==> config.mk <==
export PLATFORM = sky130hd
export DESIGN_NAME = three_channel_square_tone_mixer_core
export DESIGN_NICKNAME = d
export VERILOG_FILES = /design/src/rtl/core/tcsm_pkg.sv /design/src/rtl/core/tcsm_channel.sv /design/src/rtl/core/tcsm_mixer.sv /design/src/rtl/core/three_channel_square_tone_mixer_core.sv
export VERILOG_INCLUDE_DIRS = /design/src /design/src/rtl/core
export SDC_FILE = /design/constraint.sdc
export NUM_CORES = 1
export LEC_CHECK = 0
export BUFFER_PORTS_ARGS = -buffer_cell sky130_fd_sc_hd__buf_2
export CAP_MARGIN = 10
export CORE_UTILIZATION = 47
export CTS_BUF_LIST = sky130_fd_sc_hd__clkbuf_8
export CTS_CLUSTER_DIAMETER = 50
export DETAILED_ROUTE_END_ITERATION = 10
export PLACE_DENSITY_LB_ADDON = 0.15
export SLEW_MARGIN = 20
export SYNTH_ARGS = -nofsm -noshare
export SYNTH_HDL_FRONTEND = slang
export SYNTH_SLANG_ARGS = --single-unit
==> constraint.sdc <==
create_clock -name clk -period 9.8 [get_ports clk]
set_input_delay 0.98 -clock clk [delete_from_list [all_inputs] [get_ports clk]]
set_output_delay 0.98 -clock clk [all_outputs]
set_load 0.01 [all_outputs]
==> src/rtl/core/three_channel_square_tone_mixer_core_assert.svh <==
// assertion macros for the tone mixer core
`ifndef THREE_CHANNEL_SQUARE_TONE_MIXER_CORE_ASSERT_SVH
`define THREE_CHANNEL_SQUARE_TONE_MIXER_CORE_ASSERT_SVH

`ifndef SYNTHESIS
`define TCSM_ASSERT(lbl, clk_i, rst_ni, prop, msg) \
	lbl: assert property (@(posedge clk_i) disable iff (!rst_ni) prop) else $error(msg);
`define TCSM_ASSERT_ALWAYS(lbl, clk_i, prop, msg) \
	lbl: assert property (@(posedge clk_i) prop) else $error(msg);
`else
`define TCSM_ASSERT(lbl, clk_i, rst_ni, prop, msg)
`define TCSM_ASSERT_ALWAYS(lbl, clk_i, prop, msg)
`endif

`endif

==> src/rtl/core/tcsm_pkg.sv <==
package tcsm_pkg;

	localparam int NOTE_COUNT = 73;
	localparam int TABLE_SIZE = 73;
	// notes below this limit are playable
	localparam logic [7:0] NOTE_LIMIT =
		8'((NOTE_COUNT < TABLE_SIZE) ? NOTE_COUNT : TABLE_SIZE);

	localparam int PERIOD_W = 16;
	localparam int NUM_CH = 3;

	localparam logic [2:0] VOLUME_OFF = 3'd4;
	localparam logic [2:0] VOLUME_RST = 3'd4;
	localparam logic [1:0] WEIGHT_RST = 2'd1;
	localparam logic [1:0] WEIGHT_MAX = 2'd2;

	localparam logic KIND_TICK = 1'b0;
	localparam logic KIND_NOTE = 1'b1;

	typedef enum logic [1:0] {
		CFG_GLOBAL_VOLUME   = 2'd0,
		CFG_CHANNEL2_WEIGHT = 2'd1,
		CFG_OUTPUT_ENABLE   = 2'd2
	} cfg_index_t;

	typedef struct packed {
		logic                tick;
		logic                start;
		logic                stop;
		logic                clear;
		logic [PERIOD_W-1:0] period;
	} chan_ctrl_t;

	function automatic logic [PERIOD_W-1:0] half_period(input logic [6:0] note);
		logic [PERIOD_W-1:0] p;
		unique case (note)
			7'd0:  p = 16'd38222; 7'd1:  p = 16'd36076; 7'd2:  p = 16'd34051;
			7'd3:  p = 16'd32140; 7'd4:  p = 16'd30336; 7'd5:  p = 16'd28634;
			7'd6:  p = 16'd27026; 7'd7:  p = 16'd25510; 7'd8:  p = 16'd24078;
			7'd9:  p = 16'd22726; 7'd10: p = 16'd21451; 7'd11: p = 16'd20247;
			7'd12: p = 16'd19110; 7'd13: p = 16'd18038; 7'd14: p = 16'd17025;
			7'd15: p = 16'd16070; 7'd16: p = 16'd15168; 7'd17: p = 16'd14316;
			7'd18: p = 16'd13513; 7'd19: p = 16'd12754; 7'd20: p = 16'd12038;
			7'd21: p = 16'd11363; 7'd22: p = 16'd10725; 7'd23: p = 16'd10123;
			7'd24: p = 16'd9555;  7'd25: p = 16'd9018;  7'd26: p = 16'd8512;
			7'd27: p = 16'd8034;  7'd28: p = 16'd7583;  7'd29: p = 16'd7158;
			7'd30: p = 16'd6756;  7'd31: p = 16'd6377;  7'd32: p = 16'd6019;
			7'd33: p = 16'd5681;  7'd34: p = 16'd5362;  7'd35: p = 16'd5061;
			7'd36: p = 16'd4777;  7'd37: p = 16'd4509;  7'd38: p = 16'd4256;
			7'd39: p = 16'd4017;  7'd40: p = 16'd3791;  7'd41: p = 16'd3578;
			7'd42: p = 16'd3377;  7'd43: p = 16'd3188;  7'd44: p = 16'd3009;
			7'd45: p = 16'd2840;  7'd46: p = 16'd2680;  7'd47: p = 16'd2530;
			7'd48: p = 16'd2388;  7'd49: p = 16'd2254;  7'd50: p = 16'd2127;
			7'd51: p = 16'd2008;  7'd52: p = 16'd1895;  7'd53: p = 16'd1789;
			7'd54: p = 16'd1688;  7'd55: p = 16'd1593;  7'd56: p = 16'd1504;
			7'd57: p = 16'd1419;  7'd58: p = 16'd1340;  7'd59: p = 16'd1264;
			7'd60: p = 16'd1193;  7'd61: p = 16'd1126;  7'd62: p = 16'd1063;
			7'd63: p = 16'd1003;  7'd64: p = 16'd947;   7'd65: p = 16'd894;
			7'd66: p = 16'd844;   7'd67: p = 16'd796;   7'd68: p = 16'd751;
			7'd69: p = 16'd709;   7'd70: p = 16'd669;   7'd71: p = 16'd632;
			7'd72: p = 16'd596;
			default: p = '0;
		endcase
		return p;
	endfunction

endpackage

==> src/rtl/core/tcsm_channel.sv <==
module tcsm_channel (
	input  logic                  clk,
	input  logic                  arst_n,
	input  tcsm_pkg::chan_ctrl_t  ctrl,
	output logic                  wave_next,
	output logic                  wave_q
);
	import tcsm_pkg::*;

	logic [PERIOD_W-1:0] period_q;
	logic [PERIOD_W-1:0] count_q;
	logic                running_q;
	logic                hit;

	assign hit = (count_q == period_q);

	always_comb begin
		if (ctrl.clear) begin
			wave_next = 1'b0;
		end else if (ctrl.tick && running_q && hit) begin
			wave_next = ~wave_q;
		end else begin
			wave_next = wave_q;
		end
	end

	always_ff @(posedge clk or negedge arst_n) begin
		if (!arst_n) begin
			period_q  <= '0;
			count_q   <= '0;
			running_q <= 1'b0;
			wave_q    <= 1'b0;
		end else begin
			wave_q <= wave_next;
			if (ctrl.start) begin
				period_q  <= ctrl.period;
				count_q   <= '0;
				running_q <= 1'b1;
			end else if (ctrl.stop) begin
				running_q <= 1'b0;
			end else if (ctrl.tick && running_q) begin
				count_q <= hit ? '0 : count_q + 1'b1;
			end
		end
	end

endmodule

==> src/rtl/core/tcsm_mixer.sv <==
module tcsm_mixer (
	input  logic [2:0] wave_bits,
	input  logic [2:0] volume,
	input  logic [1:0] weight,
	input  logic       enable,
	output logic [5:0] duty
);
	import tcsm_pkg::*;

	logic [1:0] w2;
	logic [2:0] level;

	// weight 3 behaves as the maximum weight
	assign w2 = (weight > WEIGHT_MAX) ? WEIGHT_MAX : weight;

	assign level = 3'(wave_bits[0]) + 3'(wave_bits[1])
		+ (wave_bits[2] ? 3'(w2) : 3'd0);

	always_comb begin
		if (!enable || volume >= VOLUME_OFF) begin
			duty = '0;
		end else begin
			duty = 6'(6'(level) << volume[1:0]);
		end
	end

endmodule

==> src/rtl/core/three_channel_square_tone_mixer_core.sv <==
// three square-wave tone channels mixed into one pwm duty value
//
// input stream (s_axis): tuser carries the item kind (tick or note command),
// tdata carries channel, note and note_on. every transaction, tick or command,
// yields exactly one result transaction on m_axis carrying duty and the three
// wave bits as they stand after that item.
// configuration: cfg_we with cfg_index selects volume, channel 2 weight or
// output enable; a volume write of 0..3 also forces all wave bits low.
// pipeline: two register stages, the input register, then channel update and
// mixing into the result register.
// throughput: one transaction per cycle while the result stream is not stalled;
// all three channels step together on a tick.
// reset: all channels stopped with zero period and count, wave bits low,
// volume off, channel 2 weight 1, output disabled; both stages empty.
// stall: when m_axis_tready is low the result register holds, the input
// register still takes one more transaction, then s_axis_tready drops until
// the result is taken.
module three_channel_square_tone_mixer_core (
	input  logic        clk,
	input  logic        arst_n,
	// input stream
	input  logic        s_axis_tvalid,
	output logic        s_axis_tready,
	input  logic [15:0] s_axis_tdata,   // [1:0] channel, [8:2] note, [9] note_on, rest zero
	input  logic        s_axis_tuser,   // [0] kind
	// result stream
	output logic        m_axis_tvalid,
	input  logic        m_axis_tready,
	output logic [15:0] m_axis_tdata,   // [5:0] duty, [8:6] wave_bits, rest zero
	// configuration write port
	input  logic        cfg_we,
	input  logic [1:0]  cfg_index,
	input  logic [2:0]  cfg_data
);
	import tcsm_pkg::*;

	// input register stage
	logic       valid_s1;
	logic       kind_s1;
	logic [1:0] channel_s1;
	logic [6:0] note_s1;
	logic       note_on_s1;

	// result register
	logic       out_valid_q;
	logic [5:0] duty_q;
	logic [2:0] wave_bits_q;

	// configuration registers
	logic [2:0] volume_q;
	logic [1:0] weight_q;
	logic       enable_q;

	logic       advance;
	logic       take;
	logic       is_tick;
	logic       is_note;
	logic       note_ok;
	logic       any_stop;
	logic       cfg_clear;
	logic [PERIOD_W-1:0] period_lookup;
	chan_ctrl_t ctrl [NUM_CH];
	logic [NUM_CH-1:0] wave_next;
	logic [NUM_CH-1:0] wave_cur;
	logic [5:0] duty_next;

	// result register can load when empty or being drained
	assign advance       = !out_valid_q || m_axis_tready;
	assign s_axis_tready = !valid_s1 || advance;
	assign take          = valid_s1 && advance;

	always_ff @(posedge clk or negedge arst_n) begin
		if (!arst_n) begin
			valid_s1 <= 1'b0;
		end else if (s_axis_tready) begin
			valid_s1 <= s_axis_tvalid;
		end
	end

	// payload of the input stage, loaded on every accepted transaction
	always_ff @(posedge clk) begin
		if (s_axis_tvalid && s_axis_tready) begin
			kind_s1    <= s_axis_tuser;
			channel_s1 <= s_axis_tdata[1:0];
			note_s1    <= s_axis_tdata[8:2];
			note_on_s1 <= s_axis_tdata[9];
		end
	end

	// configuration registers
	always_ff @(posedge clk or negedge arst_n) begin
		if (!arst_n) begin
			volume_q <= VOLUME_RST;
			weight_q <= WEIGHT_RST;
			enable_q <= 1'b0;
		end else if (cfg_we) begin
			unique case (cfg_index)
				CFG_GLOBAL_VOLUME:   volume_q <= cfg_data;
				CFG_CHANNEL2_WEIGHT: weight_q <= cfg_data[1:0];
				CFG_OUTPUT_ENABLE:   enable_q <= cfg_data[0];
				default:             ;
			endcase
		end
	end

	// an audible volume write silences every channel
	assign cfg_clear = cfg_we && (cfg_index == CFG_GLOBAL_VOLUME) && (cfg_data < VOLUME_OFF);

	// command decode for the item in the input stage
	assign is_tick       = take && (kind_s1 == KIND_TICK);
	assign is_note       = take && (kind_s1 == KIND_NOTE);
	assign note_ok       = ({1'b0, note_s1} < NOTE_LIMIT);
	assign period_lookup = half_period(note_s1);
	// stop for channel 3 is a no-op, so it must not clear the waves
	assign any_stop      = is_note && !note_on_s1 && (channel_s1 < 2'(NUM_CH));

	for (genvar i = 0; i < NUM_CH; i++) begin : g_ch
		logic sel;
		assign sel = is_note && (channel_s1 == 2'(i));

		always_comb begin
			ctrl[i].tick   = is_tick;
			ctrl[i].start  = sel && note_on_s1 && note_ok;
			ctrl[i].stop   = sel && !note_on_s1;
			ctrl[i].clear  = any_stop || cfg_clear;
			ctrl[i].period = period_lookup;
		end

		tcsm_channel u_channel (
			.clk       (clk),
			.arst_n    (arst_n),
			.ctrl      (ctrl[i]),
			.wave_next (wave_next[i]),
			.wave_q    (wave_cur[i])
		);
	end

	// mix the wave bits as they will stand after this item
	tcsm_mixer u_mixer (
		.wave_bits (wave_next),
		.volume    (volume_q),
		.weight    (weight_q),
		.enable    (enable_q),
		.duty      (duty_next)
	);

	always_ff @(posedge clk or negedge arst_n) begin
		if (!arst_n) begin
			out_valid_q <= 1'b0;
		end else if (advance) begin
			out_valid_q <= valid_s1;
		end
	end

	always_ff @(posedge clk) begin
		if (take) begin
			duty_q      <= duty_next;
			wave_bits_q <= wave_next;
		end
	end

	assign m_axis_tvalid = out_valid_q;
	assign m_axis_tdata  = {7'b0, wave_bits_q, duty_q};

	`include "three_channel_square_tone_mixer_core_assert.svh"

	// a result only appears after an item sat in the input stage
	`TCSM_ASSERT(a_result_from_s1, clk, arst_n, $rose(out_valid_q) |-> $past(valid_s1), "result without input")
	// the mixed level never exceeds full scale
	`TCSM_ASSERT(a_duty_range, clk, arst_n, out_valid_q |-> (duty_q <= 6'd32), "duty out of range")
	// a blocked input stage keeps its item
	`TCSM_ASSERT(a_s1_hold, clk, arst_n, (valid_s1 && !advance) |=> (valid_s1 && $stable(kind_s1) && $stable(channel_s1) && $stable(note_s1) && $stable(note_on_s1)), "input stage lost")
	// the registered wave bits follow the channel state when a result is loaded
	`TCSM_ASSERT(a_wave_match, clk, arst_n, $past(take) |-> (wave_bits_q == wave_cur), "wave bits mismatch")

endmodule
==> impl_metrics.yaml <==
global_route:
  overflow: 0
  antenna_found_initial: 0
  grt_pass1_vias: 6474
  grt_max_degree: 65
  groute.usage.overall_pct: 24.7
  grt_pass1_wl_mm: 35.0
worst_setup_path:
  crit_type: "in2reg"
  cp_max_fo: 21
  endpoint_kind: "flop"
  critPathLaunchType: "input pin"
  cp.required_ns: 10.12
  cpMaxStageDelayCell: "ha_1"
  cp_data_arrival_time_ns: 4.50
  critical_path.top_delay_family: "simple AND/OR/NAND/NOR gates"
  critPathBufInv: 4
  slowest_delay_ns: 0.62
  crit_chain: "buf_2, and3b_1, inv_2, nand2_4, inv_1, o22ai_1, buf_4, ha_1, nand3_1, nand3_1, a21oi_1, nor4_1, o22ai_1"
clocking:
  clkTransAtPathRegs_ns: 0.08
  clkSinkCount: 146
  ctsResizeCount: 0
  htree_levels: 4
  clock-root-buffer: "clkbuf_8"
  postCtsHoldBufs: 0
  cts_tree: "done"
  post-cts-setup-buffer-count: 0
  clock_latency_ns: 0.45
  clockBufferDepth: 2
  numCtsBuffers: 17
place:
  hpwlAfterDp_mm: 14.7
  dpl_cell_area_sq_um: 8710
  port_buffers: 31
  dpl_worst_slack_ns: 5.27
  gp_congestion: 0.956
timing:
  worst_slew_margin_rel_pct: 34.9
  rsz0062_at_grt: "false"
  drv_slew: 0
  fin_ws_ns: 5.63
  fin_skew_ns: 0.0130
  setup-tns-final_ns: 0
  finalCriticalPeriod_ns: 4.17
  setup_viol: 0
  hold_violations: 0
  timing.hold.ws_ns: 0.466
  fin_crit_sh_pct: 42.6
  tightest_slew_ns: 0.949
  max_clock_freq_mhz: 240
synth:
  async_reset_ff_share_pct: 75.3
  synth.largest_area_cell: "dfrtp_1"
  synth_edf_count: 20
  netlist_top_cells_count: "108 x dfrtp_1, 99 x nand2_1, 70 x nor2_1"
  ys_seq_area_share_pct: 43.9
  ys_ff_latch: 146
  syn-instance-count: 894
  ys_types: 82
  ys_warn_count: 0
  synth_area_sq_um: 8380
  yosysTopAreaCellShare_pct: 32.3
  synth.avg_cell_area_sq_um: 9.37
  synthFlopType: "dfrtp_1"
  synth.area.top_cells: "dfrtp_1 32%, edfxtp_1 7.2%, mux2_2 5.6%"
  synth.most_common_cell: "dfrtp_1"
routing:
  first_iter_violations: 752
  ant_nets: 0
  drtPass1Iterations: 5
  vias: 6854
  drc_errors: 0
  routedWlPerCell_microns: 18.5
  routed_via_density: 5.95
  drt_wl_total_mm: 21.3
floorplanning:
  core_area_sq_um: 17400
  die_h_microns: 136
  die_area_sq_um: 18400
  initial_core_util_pct: 48.3
  ioPinCount: 45
  rows: 48
  die_w_microns: 136
power_and_ir_drop:
  powerDensity_nw_per_um2: 185
  pwr-share-comb_pct: 23.4
  power.share.clock_pct: 30.2
  intPower_mw: 1.14
  leakage_nw: 4.00
  pwr-share-seq_pct: 46.4
  p_switching_uw: 554
  ir_drop_uv: 108
  switching_share_pct: 32.8
  power_mw: 1.69
cells_and_area:
  final_area_sq_um: 9140
  area_growth_pct: 9.07
  drive_above_1_share_pct: 14.8
  nNetsFinal: 955
  diodes: 0
run:
  drv_cap: 0
outcome:
  status: "finished clean"
worst_hold_path:
  hp-class: "reg2reg"
logic make-up after synthesis:
family	Yosys count	share of synthesized area, %
AND/OR/NAND/NOR	333	20.0
other	1	0.0448
AO/OA/AOI/OAI	213	16.6
flip-flops	146	43.9
XOR/XNOR	69	7.21
multiplexers	49	6.53
adder cells (fa/ha/maj)	14	2.18
buffers and inverters	69	3.57
through the flow:
step | util (%) | std cells
2_1_floorplan | - | 900
3_3_place_gp | 50.2 | 1120
3_5_place_dp | 50.2 | 1120
4_1_cts | 52.6 | 1152
5_1_grt | 52.6 | 1152
6_report | 52.6 | 1152
per-layer routing:
metal  vias up  share of wire [%]  wire, microns  global-route usage (%)
li1       3276                  -              -                       -
met1      3279                 48          10200                    35.9
met2       268                 44           9450                    36.7
met3        31                6.0           1280                    5.13
met4         0                1.8            393                    7.80
met5         -                  0              0                       0
layout by cell type (no fill, tap or decap), types with 4 or more instances in the layout:
| cell type | synthesis | layout |
|---|---|---|
| a31oi_1 | 12 | 12 |
| bufinv_16 | 0 | 4 |
| nand2b_1 | 9 | 9 |
| edfxtp_1 | 20 | 20 |
| a21oi_1 | 49 | 49 |
| or3_1 | 12 | 12 |
| nor4_1 | 11 | 11 |
| inv_1 | 20 | 20 |
| dfxtp_1 | 16 | 16 |
| o211ai_1 | 10 | 10 |
| o21ai_0 | 67 | 67 |
| nor2_1 | 70 | 69 |
| a31o_2 | 4 | 4 |
| mux2i_1 | 6 | 5 |
| xnor2_1 | 28 | 28 |
| nand3b_1 | 14 | 14 |
| dfrtp_1 | 108 | 108 |
| o22ai_1 | 6 | 6 |
| and2_1 | 7 | 7 |
| o21a_1 | 4 | 4 |
| nand3_1 | 40 | 40 |
| buf_4 | 7 | 12 |
| clkbuf_8 | 0 | 17 |
| a211oi_1 | 13 | 13 |
| and4_1 | 4 | 4 |
| nor2b_1 | 4 | 4 |
| conb_1 | 1 | 7 |
| ha_1 | 13 | 13 |
| xor2_1 | 41 | 41 |
| o31ai_1 | 9 | 9 |
| nor3_1 | 11 | 11 |
| nand2_1 | 99 | 99 |
| nand4_1 | 18 | 18 |
| and3_1 | 13 | 13 |
| buf_2 | 11 | 30 |
| mux2_2 | 42 | 42 |
power by group through the flow:
| stage | Sequential (mW) | Combinational (mW) | Clock, mW |
|---|---|---|---|
| finish | 0.785 | 0.397 | 0.511 |
| global route | 0.797 | 0.441 | 0.550 |
| CTS | 0.785 | 0.393 | 0.523 |
| detailed placement | 0.798 | 0.391 | 0 |
| global placement | 0.796 | 0.390 | 0 |
| floorplan | 0.766 | 0.298 | 0 |
worst register-to-register path, delay by kind of cell (launching register included):
family                     cells  cell delay, ns
and+or+nand+nor                5            1.47
buffers and inverters          3            0.99
DFF                            1            0.42
AOI/OAI and AO/OA              3            0.35
adders and majority gates      1            0.62
worst paths after layout:
check                                  start                             end  slack (ns)  depth (start not counted)
hold reg to reg            period_lookup[11]  g_ch[1].u_channel.period_q[11]        0.47                          2
hold / removal             period_lookup[11]  g_ch[1].u_channel.period_q[11]        0.47                          2
min in group asynchronous             arst_n    g_ch[2].u_channel.count_q[3]        0.53                          1
max in group asynchronous             arst_n   g_ch[0].u_channel.period_q[5]        8.02                          2
setup reg to reg                    valid_s1                period_lookup[6]        5.82                         12
setup / recovery               m_axis_tready                period_lookup[6]        5.63                         13
flip-flops by register name, indices dropped and copies added (netlist names):
register	flops
channel_s1	2
duty_q	6
enable_q	1
g_ch.u_channel.count_q	48
g_ch.u_channel.period_q	48
g_ch.u_channel.running_q	3
g_ch.u_channel.wave_q	3
kind_s1	1
m_axis_tvalid	1
note_on_s1	1
note_s1	7
period_lookup	16
valid_s1	1
volume_q	3
wave_bits_q	3
weight_q	2
layout make-up:
| type | count | area, sq um |
|---|---|---|
| fillers | 1607 | 8220 |
| multi-input cells | 685 | 4430 |
| flip-flops and latches | 146 | 3680 |
| well taps | 225 | 282 |
| repair buffers | 42 | 240 |
| clock buffers | 17 | 234 |
| clock inverters | 15 | 191 |
| inverters | 22 | 82.6 |
(Power assumes the default switching activity.)
